--- src/rtl/wfa_pkg.sv ---
`timescale 1ns / 1ps
// ----------------------------------------------------------------------------
// wfa_pkg
// Widths, constants, HT rate table and inter-stage types of the frame
// airtime calculator.
// ----------------------------------------------------------------------------
package wfa_pkg;

  localparam int LEN_W  = 16;  // frame length
  localparam int LRATE_W = 8;  // legacy rate, 500 kbps units
  localparam int MCS_W  = 8;
  localparam int BW_W   = 2;
  localparam int RATE_W = 13;  // rate in 100 kbps units, max 6000
  localparam int DEN_W  = 15;  // divisor, max 4 * 6000
  localparam int NUM_W  = 23;  // dividend incl. ceiling bias
  localparam int DUR_W  = 21;

  // default quotient bits resolved per divider stage
  localparam int DIV_STEP = 4;

  localparam logic [BW_W-1:0] BW_40MHZ = 2'd1;

  // DSSS/CCK rates, 100 kbps units
  localparam logic [RATE_W-1:0] RATE_1M  = 13'd10;
  localparam logic [RATE_W-1:0] RATE_2M  = 13'd20;
  localparam logic [RATE_W-1:0] RATE_5M5 = 13'd55;
  localparam logic [RATE_W-1:0] RATE_11M = 13'd110;

  // SIFS plus preamble/header, DSSS
  localparam logic [DUR_W-1:0] DSSS_OVH_SHORT = 21'(10 + 72 + 24);
  localparam logic [DUR_W-1:0] DSSS_OVH_LONG  = 21'(10 + 144 + 48);
  // SIFS + preamble + signal field, OFDM
  localparam logic [DUR_W-1:0] OFDM_OVH       = 21'(16 + 16 + 4);
  // service and tail bits, scaled by ten
  localparam logic [NUM_W-1:0] OFDM_BITS_ADD  = 23'((16 + 6) * 10);

  // HT rates, column = {bw40, sgi}
  localparam logic [RATE_W-1:0] HT_RATE [32][4] = '{
    '{13'd65,   13'd72,   13'd135,  13'd150},
    '{13'd130,  13'd144,  13'd270,  13'd300},
    '{13'd195,  13'd217,  13'd405,  13'd450},
    '{13'd260,  13'd289,  13'd540,  13'd600},
    '{13'd390,  13'd433,  13'd810,  13'd900},
    '{13'd520,  13'd578,  13'd1080, 13'd1200},
    '{13'd585,  13'd650,  13'd1215, 13'd1350},
    '{13'd650,  13'd722,  13'd1350, 13'd1500},
    '{13'd130,  13'd144,  13'd270,  13'd300},
    '{13'd260,  13'd289,  13'd540,  13'd600},
    '{13'd390,  13'd433,  13'd810,  13'd900},
    '{13'd520,  13'd578,  13'd1080, 13'd1200},
    '{13'd780,  13'd867,  13'd1620, 13'd1800},
    '{13'd1040, 13'd1156, 13'd2160, 13'd2400},
    '{13'd1170, 13'd1300, 13'd2430, 13'd2700},
    '{13'd1300, 13'd1444, 13'd2700, 13'd3000},
    '{13'd195,  13'd217,  13'd405,  13'd450},
    '{13'd390,  13'd433,  13'd810,  13'd900},
    '{13'd585,  13'd650,  13'd1215, 13'd1350},
    '{13'd780,  13'd867,  13'd1620, 13'd1800},
    '{13'd1170, 13'd1300, 13'd2430, 13'd2700},
    '{13'd1560, 13'd1733, 13'd3240, 13'd3600},
    '{13'd1755, 13'd1950, 13'd3645, 13'd4050},
    '{13'd1950, 13'd2167, 13'd4050, 13'd4500},
    '{13'd260,  13'd288,  13'd540,  13'd600},
    '{13'd520,  13'd576,  13'd1080, 13'd1200},
    '{13'd780,  13'd868,  13'd1620, 13'd1800},
    '{13'd1040, 13'd1156, 13'd2160, 13'd2400},
    '{13'd1560, 13'd1732, 13'd3240, 13'd3600},
    '{13'd2080, 13'd2312, 13'd4320, 13'd4800},
    '{13'd2340, 13'd2600, 13'd4860, 13'd5400},
    '{13'd2600, 13'd2888, 13'd5400, 13'd6000}
  };

  typedef struct packed {
    logic err;    // zero rate or unknown MCS
    logic dsss;   // DSSS/CCK formula
    logic spre;   // short preamble
  } wfa_flags_t;

  typedef struct packed {
    logic [NUM_W-1:0] num;
    logic [DEN_W-1:0] den;
    wfa_flags_t       flags;
  } wfa_div_req_t;

  typedef struct packed {
    logic [NUM_W-1:0] quo;
    wfa_flags_t       flags;
  } wfa_div_rsp_t;

endpackage

--- src/rtl/wfa_ifs.sv ---
`timescale 1ns / 1ps
// ----------------------------------------------------------------------------
// wfa_ifs
// Valid/ready stream interfaces for frame descriptors and airtime results.
// ----------------------------------------------------------------------------
interface wfa_in_if;
  logic                        valid;
  logic                        ready;
  logic [wfa_pkg::LEN_W-1:0]   frame_length;
  logic                        is_legacy_rate;
  logic [wfa_pkg::LRATE_W-1:0] legacy_rate;
  logic [wfa_pkg::MCS_W-1:0]   mcs_index;
  logic [wfa_pkg::BW_W-1:0]    bandwidth_code;
  logic                        short_gi;
  logic                        short_plcp;

  modport source (
    output valid, frame_length, is_legacy_rate, legacy_rate, mcs_index,
           bandwidth_code, short_gi, short_plcp,
    input  ready
  );
  modport sink (
    input  valid, frame_length, is_legacy_rate, legacy_rate, mcs_index,
           bandwidth_code, short_gi, short_plcp,
    output ready
  );
endinterface

interface wfa_out_if;
  logic                      valid;
  logic                      ready;
  logic [wfa_pkg::DUR_W-1:0] duration_us;
  logic                      rate_error;

  modport source (output valid, duration_us, rate_error, input ready);
  modport sink   (input valid, duration_us, rate_error, output ready);
endinterface

--- src/rtl/wfa_front.sv ---
`timescale 1ns / 1ps
// ----------------------------------------------------------------------------
// wfa_front
// Input register, rate lookup and dividend/divisor setup (three stages).
// ----------------------------------------------------------------------------
module wfa_front (
  input  logic                  clk,
  input  logic                  rst_n,
  wfa_in_if.sink                in_chan,
  output logic                  req_vld,
  input  logic                  req_rdy,
  output wfa_pkg::wfa_div_req_t req
);

  // stage A: captured descriptor
  logic                        a_vld_r;
  logic [wfa_pkg::LEN_W-1:0]   a_len_r;
  logic                        a_leg_r;
  logic [wfa_pkg::LRATE_W-1:0] a_lrate_r;
  logic [wfa_pkg::MCS_W-1:0]   a_mcs_r;
  logic [wfa_pkg::BW_W-1:0]    a_bw_r;
  logic                        a_sgi_r;
  logic                        a_spre_r;

  // stage B: rate and scaled length
  logic                        b_vld_r;
  logic [wfa_pkg::RATE_W-1:0]  b_rate_r, b_rate_nxt;
  logic [wfa_pkg::NUM_W-1:0]   b_base_r, b_base_nxt;
  logic                        b_spre_r;

  // stage C: divider request
  logic                        c_vld_r;
  wfa_pkg::wfa_div_req_t       c_req_r, c_req_nxt;

  logic a_rdy, b_rdy, c_rdy;

  assign c_rdy = !c_vld_r || req_rdy;
  assign b_rdy = !b_vld_r || c_rdy;
  assign a_rdy = !a_vld_r || b_rdy;

  assign in_chan.ready = a_rdy;
  assign req_vld       = c_vld_r;
  assign req           = c_req_r;

  always_comb begin
    logic [wfa_pkg::LEN_W:0] lenp4;
    logic [1:0]              col;
    lenp4 = {1'b0, a_len_r} + 17'd4;
    // 80 * (len + 4) = 64x + 16x
    b_base_nxt = {lenp4, 6'b0} + {2'b0, lenp4, 4'b0};
    col = {a_bw_r == wfa_pkg::BW_40MHZ, a_sgi_r};
    if (a_leg_r) begin
      b_rate_nxt = {3'b0, a_lrate_r, 2'b00} + {5'b0, a_lrate_r};
    end else if (a_mcs_r[7:5] == 3'b000) begin
      b_rate_nxt = wfa_pkg::HT_RATE[a_mcs_r[4:0]][col];
    end else begin
      b_rate_nxt = '0;
    end
  end

  always_comb begin
    logic err, dsss;
    logic [wfa_pkg::DEN_W-1:0] den;
    err  = (b_rate_r == '0);
    dsss = (b_rate_r == wfa_pkg::RATE_1M)  || (b_rate_r == wfa_pkg::RATE_2M) ||
           (b_rate_r == wfa_pkg::RATE_5M5) || (b_rate_r == wfa_pkg::RATE_11M);
    den  = dsss ? {2'b0, b_rate_r} : {b_rate_r, 2'b00};
    c_req_nxt.flags.err  = err;
    c_req_nxt.flags.dsss = dsss;
    c_req_nxt.flags.spre = b_spre_r;
    if (err) begin
      // keep the divider clean; result is forced to zero later
      c_req_nxt.num = '0;
      c_req_nxt.den = 15'd1;
    end else begin
      // ceiling bias: + den - 1
      c_req_nxt.num = b_base_r + (dsss ? 23'd0 : wfa_pkg::OFDM_BITS_ADD)
                      + {8'b0, den} - 23'd1;
      c_req_nxt.den = den;
    end
  end

  always_ff @(posedge clk) begin
    if (!rst_n) begin
      a_vld_r <= 1'b0;
      b_vld_r <= 1'b0;
      c_vld_r <= 1'b0;
    end else begin
      if (a_rdy) a_vld_r <= in_chan.valid;
      if (b_rdy) b_vld_r <= a_vld_r;
      if (c_rdy) c_vld_r <= b_vld_r;
    end
  end

  always_ff @(posedge clk) begin
    if (a_rdy && in_chan.valid) begin
      a_len_r   <= in_chan.frame_length;
      a_leg_r   <= in_chan.is_legacy_rate;
      a_lrate_r <= in_chan.legacy_rate;
      a_mcs_r   <= in_chan.mcs_index;
      a_bw_r    <= in_chan.bandwidth_code;
      a_sgi_r   <= in_chan.short_gi;
      a_spre_r  <= in_chan.short_plcp;
    end
    if (b_rdy && a_vld_r) begin
      b_rate_r <= b_rate_nxt;
      b_base_r <= b_base_nxt;
      b_spre_r <= a_spre_r;
    end
    if (c_rdy && b_vld_r) begin
      c_req_r <= c_req_nxt;
    end
  end

endmodule

--- src/rtl/wfa_div_pipe.sv ---
`timescale 1ns / 1ps
// ----------------------------------------------------------------------------
// wfa_div_pipe
// Pipelined restoring divider, DIV_STEP quotient bits per stage.
// ----------------------------------------------------------------------------
module wfa_div_pipe #(
  parameter int DIV_STEP = wfa_pkg::DIV_STEP
) (
  input  logic                  clk,
  input  logic                  rst_n,
  input  logic                  req_vld,
  output logic                  req_rdy,
  input  wfa_pkg::wfa_div_req_t req,
  output logic                  rsp_vld,
  input  logic                  rsp_rdy,
  output wfa_pkg::wfa_div_rsp_t rsp
);

  localparam int NSTG = (wfa_pkg::NUM_W + DIV_STEP - 1) / DIV_STEP;

  logic                      vld_r   [NSTG];
  logic [wfa_pkg::DEN_W-1:0] rem_r   [NSTG];
  logic [wfa_pkg::NUM_W-1:0] nq_r    [NSTG];  // dividend bits shift out, quotient in
  logic [wfa_pkg::DEN_W-1:0] den_r   [NSTG];
  wfa_pkg::wfa_flags_t       flg_r   [NSTG];

  logic                      vld_in  [NSTG];
  logic [wfa_pkg::DEN_W-1:0] den_in  [NSTG];
  wfa_pkg::wfa_flags_t       flg_in  [NSTG];
  logic [wfa_pkg::DEN_W-1:0] rem_nxt [NSTG];
  logic [wfa_pkg::NUM_W-1:0] nq_nxt  [NSTG];
  logic                      rdy     [NSTG];

  always_comb begin
    for (int s = NSTG - 1; s >= 0; s--) begin
      if (s == NSTG - 1) rdy[s] = !vld_r[s] || rsp_rdy;
      else               rdy[s] = !vld_r[s] || rdy[s+1];
    end
  end

  always_comb begin
    logic [wfa_pkg::DEN_W-1:0] rem_t;
    logic [wfa_pkg::NUM_W-1:0] nq_t;
    logic [wfa_pkg::DEN_W:0]   trial;
    logic                      ge;
    for (int s = 0; s < NSTG; s++) begin
      if (s == 0) begin
        vld_in[s] = req_vld;
        den_in[s] = req.den;
        flg_in[s] = req.flags;
        rem_t     = '0;
        nq_t      = req.num;
      end else begin
        vld_in[s] = vld_r[s-1];
        den_in[s] = den_r[s-1];
        flg_in[s] = flg_r[s-1];
        rem_t     = rem_r[s-1];
        nq_t      = nq_r[s-1];
      end
      for (int j = 0; j < DIV_STEP; j++) begin
        if (s * DIV_STEP + j < wfa_pkg::NUM_W) begin
          trial = {rem_t, nq_t[wfa_pkg::NUM_W-1]};
          ge    = (trial >= {1'b0, den_in[s]});
          nq_t  = {nq_t[wfa_pkg::NUM_W-2:0], ge};
          if (ge) trial = trial - {1'b0, den_in[s]};
          rem_t = trial[wfa_pkg::DEN_W-1:0];
        end
      end
      rem_nxt[s] = rem_t;
      nq_nxt[s]  = nq_t;
    end
  end

  always_ff @(posedge clk) begin
    for (int s = 0; s < NSTG; s++) begin
      if (!rst_n) vld_r[s] <= 1'b0;
      else if (rdy[s]) vld_r[s] <= vld_in[s];
    end
  end

  always_ff @(posedge clk) begin
    for (int s = 0; s < NSTG; s++) begin
      if (rdy[s] && vld_in[s]) begin
        rem_r[s] <= rem_nxt[s];
        nq_r[s]  <= nq_nxt[s];
        den_r[s] <= den_in[s];
        flg_r[s] <= flg_in[s];
      end
    end
  end

  assign req_rdy   = rdy[0];
  assign rsp_vld   = vld_r[NSTG-1];
  assign rsp.quo   = nq_r[NSTG-1];
  assign rsp.flags = flg_r[NSTG-1];

endmodule

--- src/rtl/wfa_dur_stage.sv ---
`timescale 1ns / 1ps
// ----------------------------------------------------------------------------
// wfa_dur_stage
// Adds PHY overhead to the OFDM symbol or DSSS microsecond count and holds the result register.
// ----------------------------------------------------------------------------
module wfa_dur_stage (
  input  logic                  clk,
  input  logic                  rst_n,
  input  logic                  rsp_vld,
  output logic                  rsp_rdy,
  input  wfa_pkg::wfa_div_rsp_t rsp,
  wfa_out_if.source             out_chan
);

  logic                      out_vld_r;
  logic [wfa_pkg::DUR_W-1:0] dur_r, dur_nxt;
  logic                      err_r;

  assign rsp_rdy = !out_vld_r || out_chan.ready;

  always_comb begin
    if (rsp.flags.err) begin
      dur_nxt = '0;
    end else if (rsp.flags.dsss) begin
      dur_nxt = (rsp.flags.spre ? wfa_pkg::DSSS_OVH_SHORT : wfa_pkg::DSSS_OVH_LONG)
                + rsp.quo[wfa_pkg::DUR_W-1:0];
    end else begin
      // four microseconds per OFDM symbol
      dur_nxt = wfa_pkg::OFDM_OVH + {rsp.quo[wfa_pkg::DUR_W-3:0], 2'b00};
    end
  end

  always_ff @(posedge clk) begin
    if (!rst_n) out_vld_r <= 1'b0;
    else if (rsp_rdy) out_vld_r <= rsp_vld;
  end

  always_ff @(posedge clk) begin
    if (rsp_rdy && rsp_vld) begin
      dur_r <= dur_nxt;
      err_r <= rsp.flags.err;
    end
  end

  assign out_chan.valid       = out_vld_r;
  assign out_chan.duration_us = dur_r;
  assign out_chan.rate_error  = err_r;

endmodule

--- src/rtl/wifi_frame_airtime_top.sv ---
`timescale 1ns / 1ps
// ----------------------------------------------------------------------------
// wifi_frame_airtime_top
// 802.11 frame air time (SIFS included) from a frame descriptor.
// ----------------------------------------------------------------------------
// One frame descriptor in, one result out, one transfer per cycle sustained
// while the result side stays ready. The pipeline is the input register,
// rate lookup, dividend/divisor setup, the divider stages and the output
// register. The divider resolves DIV_STEP quotient bits of the 23-bit
// ceiling dividend per stage, which sets the pipeline depth.
// Every stage has its own valid bit and a stage takes a new transfer when
// it is empty or its successor moves, so bubbles collapse and the input
// keeps accepting while a finished result waits at the output. A zero rate
// or an MCS index above 31 returns rate_error with duration_us of zero.
// ----------------------------------------------------------------------------
module wifi_frame_airtime_top #(
  parameter int DIV_STEP = wfa_pkg::DIV_STEP   // 1..8
) (
  input  logic      clk,
  input  logic      rst_n,
  wfa_in_if.sink    in_chan,
  wfa_out_if.source out_chan
);

  // front end -> divider
  logic                  req_vld;
  logic                  req_rdy;
  wfa_pkg::wfa_div_req_t req;

  // divider -> output stage
  logic                  rsp_vld;
  logic                  rsp_rdy;
  wfa_pkg::wfa_div_rsp_t rsp;

  // stages A..C: capture, rate lookup, dividend = (len bits [+ OFDM service/tail]) * 10 + bias
  wfa_front u_front (
    .clk     (clk),
    .rst_n   (rst_n),
    .in_chan (in_chan),
    .req_vld (req_vld),
    .req_rdy (req_rdy),
    .req     (req)
  );

  // ceil division: DSSS microseconds or OFDM symbols
  wfa_div_pipe #(
    .DIV_STEP (DIV_STEP)
  ) u_div (
    .clk     (clk),
    .rst_n   (rst_n),
    .req_vld (req_vld),
    .req_rdy (req_rdy),
    .req     (req),
    .rsp_vld (rsp_vld),
    .rsp_rdy (rsp_rdy),
    .rsp     (rsp)
  );

  // overhead add and output register
  wfa_dur_stage u_dur (
    .clk      (clk),
    .rst_n    (rst_n),
    .rsp_vld  (rsp_vld),
    .rsp_rdy  (rsp_rdy),
    .rsp      (rsp),
    .out_chan (out_chan)
  );

  // error results carry no duration
  a_err_zero: assert property (@(posedge clk) disable iff (!rst_n)
    out_chan.valid && out_chan.rate_error |-> out_chan.duration_us == '0)
    else $error("rate error with nonzero duration");

  // a good frame takes at least SIFS, preamble and one OFDM symbol
  a_min_dur: assert property (@(posedge clk) disable iff (!rst_n)
    out_chan.valid && !out_chan.rate_error |-> out_chan.duration_us >= 21'd40)
    else $error("duration below minimum frame air time");

  // an empty output register means the whole pipe can advance
  a_in_ready: assert property (@(posedge clk) disable iff (!rst_n)
    !out_chan.valid |-> in_chan.ready)
    else $error("input stalled while output is empty");

  // no result right after reset
  a_rst_clear: assert property (@(posedge clk) disable iff (!rst_n)
    $past(!rst_n) |-> !out_chan.valid)
    else $error("result valid right after reset");

endmodule

--- src/flat_wrapper.sv ---
// flat-port wrapper written by rule: the top's interface ports become plain ports
module wifi_frame_airtime_top_flat 
#(
  parameter int DIV_STEP = wfa_pkg::DIV_STEP          
)
  (clk, rst_n, in_chan_valid, in_chan_frame_length, in_chan_is_legacy_rate, in_chan_legacy_rate, in_chan_mcs_index, in_chan_bandwidth_code, in_chan_short_gi, in_chan_short_plcp, in_chan_ready, out_chan_valid, out_chan_duration_us, out_chan_rate_error, out_chan_ready);
  wfa_in_if in_chan_i ();
  wfa_out_if out_chan_i ();
  input  logic clk;
  input  logic rst_n;
  input wire logic [$bits(in_chan_i.valid)-1:0] in_chan_valid;
  input wire logic [$bits(in_chan_i.frame_length)-1:0] in_chan_frame_length;
  input wire logic [$bits(in_chan_i.is_legacy_rate)-1:0] in_chan_is_legacy_rate;
  input wire logic [$bits(in_chan_i.legacy_rate)-1:0] in_chan_legacy_rate;
  input wire logic [$bits(in_chan_i.mcs_index)-1:0] in_chan_mcs_index;
  input wire logic [$bits(in_chan_i.bandwidth_code)-1:0] in_chan_bandwidth_code;
  input wire logic [$bits(in_chan_i.short_gi)-1:0] in_chan_short_gi;
  input wire logic [$bits(in_chan_i.short_plcp)-1:0] in_chan_short_plcp;
  output wire logic [$bits(in_chan_i.ready)-1:0] in_chan_ready;
  output wire logic [$bits(out_chan_i.valid)-1:0] out_chan_valid;
  output wire logic [$bits(out_chan_i.duration_us)-1:0] out_chan_duration_us;
  output wire logic [$bits(out_chan_i.rate_error)-1:0] out_chan_rate_error;
  input wire logic [$bits(out_chan_i.ready)-1:0] out_chan_ready;
  assign in_chan_i.valid = in_chan_valid;
  assign in_chan_i.frame_length = in_chan_frame_length;
  assign in_chan_i.is_legacy_rate = in_chan_is_legacy_rate;
  assign in_chan_i.legacy_rate = in_chan_legacy_rate;
  assign in_chan_i.mcs_index = in_chan_mcs_index;
  assign in_chan_i.bandwidth_code = in_chan_bandwidth_code;
  assign in_chan_i.short_gi = in_chan_short_gi;
  assign in_chan_i.short_plcp = in_chan_short_plcp;
  assign in_chan_ready = in_chan_i.ready;
  assign out_chan_valid = out_chan_i.valid;
  assign out_chan_duration_us = out_chan_i.duration_us;
  assign out_chan_rate_error = out_chan_i.rate_error;
  assign out_chan_i.ready = out_chan_ready;
  wifi_frame_airtime_top #(.DIV_STEP(DIV_STEP)) u_core (.clk(clk), .rst_n(rst_n), .in_chan(in_chan_i), .out_chan(out_chan_i));
endmodule
--- config.mk ---
export PLATFORM = sky130hd
export DESIGN_NAME = wifi_frame_airtime_top_flat
export DESIGN_NICKNAME = d
export VERILOG_FILES = /design/src/rtl/wfa_pkg.sv /design/src/rtl/wfa_ifs.sv /design/src/rtl/wfa_front.sv /design/src/rtl/wfa_div_pipe.sv /design/src/rtl/wfa_dur_stage.sv /design/src/rtl/wifi_frame_airtime_top.sv /design/src/flat_wrapper.sv
export SDC_FILE = /design/constraint.sdc
export NUM_CORES = 1
export LEC_CHECK = 0
export BUFFER_PORTS_ARGS = -buffer_cell sky130_fd_sc_hd__buf_2
export CORE_ASPECT_RATIO = 0.9
export CORE_MARGIN = 4
export CORE_UTILIZATION = 50
export CTS_CLUSTER_SIZE = 8
export DETAILED_ROUTE_END_ITERATION = 10
export PLACE_DENSITY = 0.66
export SLEW_MARGIN = 20
export SYNTH_ARGS = -nofsm -noshare
export SYNTH_HDL_FRONTEND = slang
export SYNTH_SLANG_ARGS = --single-unit
--- constraint.sdc ---
create_clock -name clk -period 14.35 [get_ports clk]
set_input_delay 0.7175 -clock clk [delete_from_list [all_inputs] [get_ports clk]]
set_output_delay 0.7175 -clock clk [all_outputs]
set_load 0.05 [all_outputs]
==> results.toml <==
[power_and_ir_drop]
p_clk_share_pct = 29.8
ir_worst_vdd_v = 0.0000910
pwr_density_cell_mw_per_mm2 = 116
internal-power_uw = 3110
leakage_uw = 0.0166
switchingPower_uw = 1590
swShare_pct = 33.9
p_comb_share_pct = 37.7
seq_power_share_pct = 32.5

[sta]
tns_ns = 0
relSlewSlack_pct = 27.4
worst_hold_slack_ns = 0.288
fmax_ghz = 0.0789
min_period_ns = 12.67
rsz0062_at_grt = "false"
slew_violations = 0
setup_viol = 0
finalCritPeriodShare_pct = 88.3
finClkSkew_ns = 0.0223
worst_pin_slew_ns = 1.09
hold_viol_final = 0

[synthesis]
synth_enable_flop_cells = 432
syn_nets = 4451
syn_inst = 3970
synth-compound-area-share_pct = 18.9
synth-xor-area-share_pct = 7.11
synth_top_cells_by_count = "432 x edfxtp_1, 413 x ha_1, 322 x inv_1"
synth_simple_gate_area_share_pct = 15.0
yosys.area_share.adder_pct = 15.4
synthFlopType = "edfxtp_1"
synthTopCellsByArea = "edfxtp_1 35%, ha_1 14%, xnor2_1 4.3%"
synth_top_family_by_area = "compound AO/OA/AOI/OAI gates"
synth.area.mux_share_pct = 3.99
synthArstFlopShare_pct = 0
synth-seq-cells = 437
ys_types = 84
ys_seq_area_share_pct = 35.3
synth_top_area_share_pct = 35.0
synth.avg_cell_area_um2 = 9.34
netlist_area_mm2 = 0.0371
synth_largest_area_cell = "edfxtp_1"
yosysMostFrequentCell = "edfxtp_1"
synth_warnings = 0

[detailed_routing]
avgViaCountPerCell = 5.91
drtAntennaViolNets = 0
drt-pass1-iter-count = 6
vias = 29600
drt_iter0_markers = 2506
drc = 0
wirelength_um = 90900
wire_per_inst_um = 18.1

[placed_design]
place_congestion = 0.971
dpl.hpwl_um = 71200
dp_cells = 4924
io_buffer_count = 64
placed_cell_area_mm2 = 0.0385

[die]
die_h_um = 266
pin_count = 65
dieArea_mm2 = 0.0786
fp-row-count = 94
die_w_um = 295
start_util_pct = 50.6
core_area_mm2 = 0.0733

[clock_network]
cts_buffers = 66
cts_tree = "built"
clock_latency_ns = 0.60
clkTransAtPathRegs_ns = 0.05
holdBufCountCts = 0
clock-root-buffer = "clkbuf_16"
post_cts_buffers = 0
numClockSinks = 437
ctsHtreeMaxLevel = 3
cts_resized = 0
clk_path_buf_depth = 3

[worst_setup_path]
cp_data_arrival_time_ns = 13.00
reg2reg_from = "u_core.u_div.den_r[0][9]$_DFFE_PP_"
critPathMaxFanout = 25
slowest_stage = "nor2_1"
slowest_delay_ns = 0.92
startpoint = "u_core.u_div.den_r[0][9]$_DFFE_PP_"
path_class = "flop to flop"
crit_top_cell = "o21ai_0"
endpoint_kind = "flop"
r2r.worst_path.cells = 38
required_ns = 14.68
startpoint_type = "flop"

[global_route]
grt_start_max_net_pins = 56
grt.total_usage_pct = 22.7
antenna_found_initial = 1
grt_pass1_vias = 27300
grt.overflow.total = 0
grt_pass1_wl_um = 145000

[layout]
fin_nets = 4513
fillCellCount = 6642
post-route-util_pct = 55.2
fin_area_mm2 = 0.0404
layoutNonFillerInstCount = 5014
drive_above_1_share_pct = 7.89
num_antenna_cells = 0
area_delta_synth_final_pct = 9.01

[hold_path]
min_from = "in_chan_mcs_index[6]"
hold_depth = 1
hp-class = "input port to flop"

[outcome]
status = "finished, final reports clean"

[job]
cap_viol_max_count = 0
-- flip-flops by register name, indices dropped and copies added, names as in the netlist --
signal                             cells
u_core.u_div.den_r                    75
u_core.u_div.flg_r                    18
u_core.u_div.nq_r                    126
u_core.u_div.rem_r                    75
u_core.u_div.vld_r                     6
u_core.u_dur.out_chan.duration_us     21
u_core.u_dur.out_chan.rate_error       1
u_core.u_dur.out_chan.valid            1
u_core.u_front.a_bw_r                  2
u_core.u_front.a_leg_r                 1
u_core.u_front.a_len_r                16
u_core.u_front.a_lrate_r               8
u_core.u_front.a_mcs_r                 8
u_core.u_front.a_sgi_r                 1
u_core.u_front.a_spre_r                1
u_core.u_front.a_vld_r                 1
u_core.u_front.b_base_r               19
u_core.u_front.b_rate_r               13
u_core.u_front.b_spre_r                1
u_core.u_front.b_vld_r                 1
u_core.u_front.req                    41
u_core.u_front.req_vld                 1
-- final cells by class --
type | count | area (um^2) | area share, %
Timing Repair Buffer | 90 | 528 | 1.31
Clock inverter | 11 | 144 | 0.356
Clock buffer | 79 | 1740 | 4.31
Multi-Input combinational cell | 3107 | 22500 | 55.6
Inverter | 330 | 1240 | 3.07
Tap cell | 960 | 1200 | 2.97
Sequential cell | 437 | 13100 | 32.3
-- logic make-up (layout without fill, tap and decap cells) --
family          count (synthesis)  count (layout)
compound gates               1091            1091
xor+xnor                      301             301
fa+ha+maj                     440             440
buf+inv                       426             510
flops                         437             437
mux                           135             135
simple gates                 1140            1140
-- per-stage QoR --
step                setup WS [ns]  total power, uW
floorplan                    3.96             2900
global placement             2.18             3280
detailed placement           1.89             3290
CTS                          1.84             4710
global route                0.307             5000
finish                       1.68             4700
-- cells in the final DEF (no fill, tap or decap), types with 47 or more instances in the layout --
master     instances
nand4_1           59
nor2_1           310
inv_1            322
mux2_2            98
edfxtp_1         432
a21oi_1          293
nand2_1          276
a21o_1            82
nor2b_1           73
xor2_1           117
o21a_1            63
nand3_1           80
nor3_1            81
buf_2             64
nand2b_1          57
ha_1             413
xnor2_1          184
o21ai_0          271
clkbuf_16         68
a211oi_1          47
-- per-layer routing --
layer	GRT usage [%]	vias to the layer above	share of wire [%]
li1	-	14800	-
met1	33.0	13800	48
met2	34.6	926	43
met3	4.64	145	6.8
met4	6.30	0	2.5
met5	0	-	0
-- critical path: cells and delay by family (launching register included) --
| kind | cells | cell delay, ns |
|---|---|---|
| adders and majority gates | 4 | 1.28 |
| muxes | 1 | 0.32 |
| DFF | 1 | 0.43 |
| AOI/OAI and AO/OA | 23 | 6.45 |
| and+or+nand+nor | 5 | 2.16 |
| buffers and inverters | 5 | 1.73 |
-- power by group through the flow --
| stage | sequential, uW | combinational (uW) | clock (uW) |
|---|---|---|---|
| 2_1_floorplan | 1540 | 1360 | 0 |
| 3_3_place_gp | 1550 | 1730 | 0 |
| 3_5_place_dp | 1550 | 1730 | 0 |
| 4_1_cts | 1530 | 1740 | 1440 |
| 5_1_grt | 1530 | 1970 | 1500 |
| 6_report | 1530 | 1770 | 1400 |
-- worst paths after layout --
| check | endpoint | slack, ns |
|---|---|---|
| max | u_core.u_div.rem_r[1][11]$_DFFE_PP_ | 1.68 |
| min | u_core.u_front.a_mcs_r[6]$_DFFE_PP_ | 0.29 |
| max reg2reg | u_core.u_div.rem_r[1][11]$_DFFE_PP_ | 1.68 |
| min reg2reg | u_core.u_div.nq_r[5][16]$_DFFE_PP_ | 0.41 |
No activity file was read; power rests on OpenSTA's default activity.
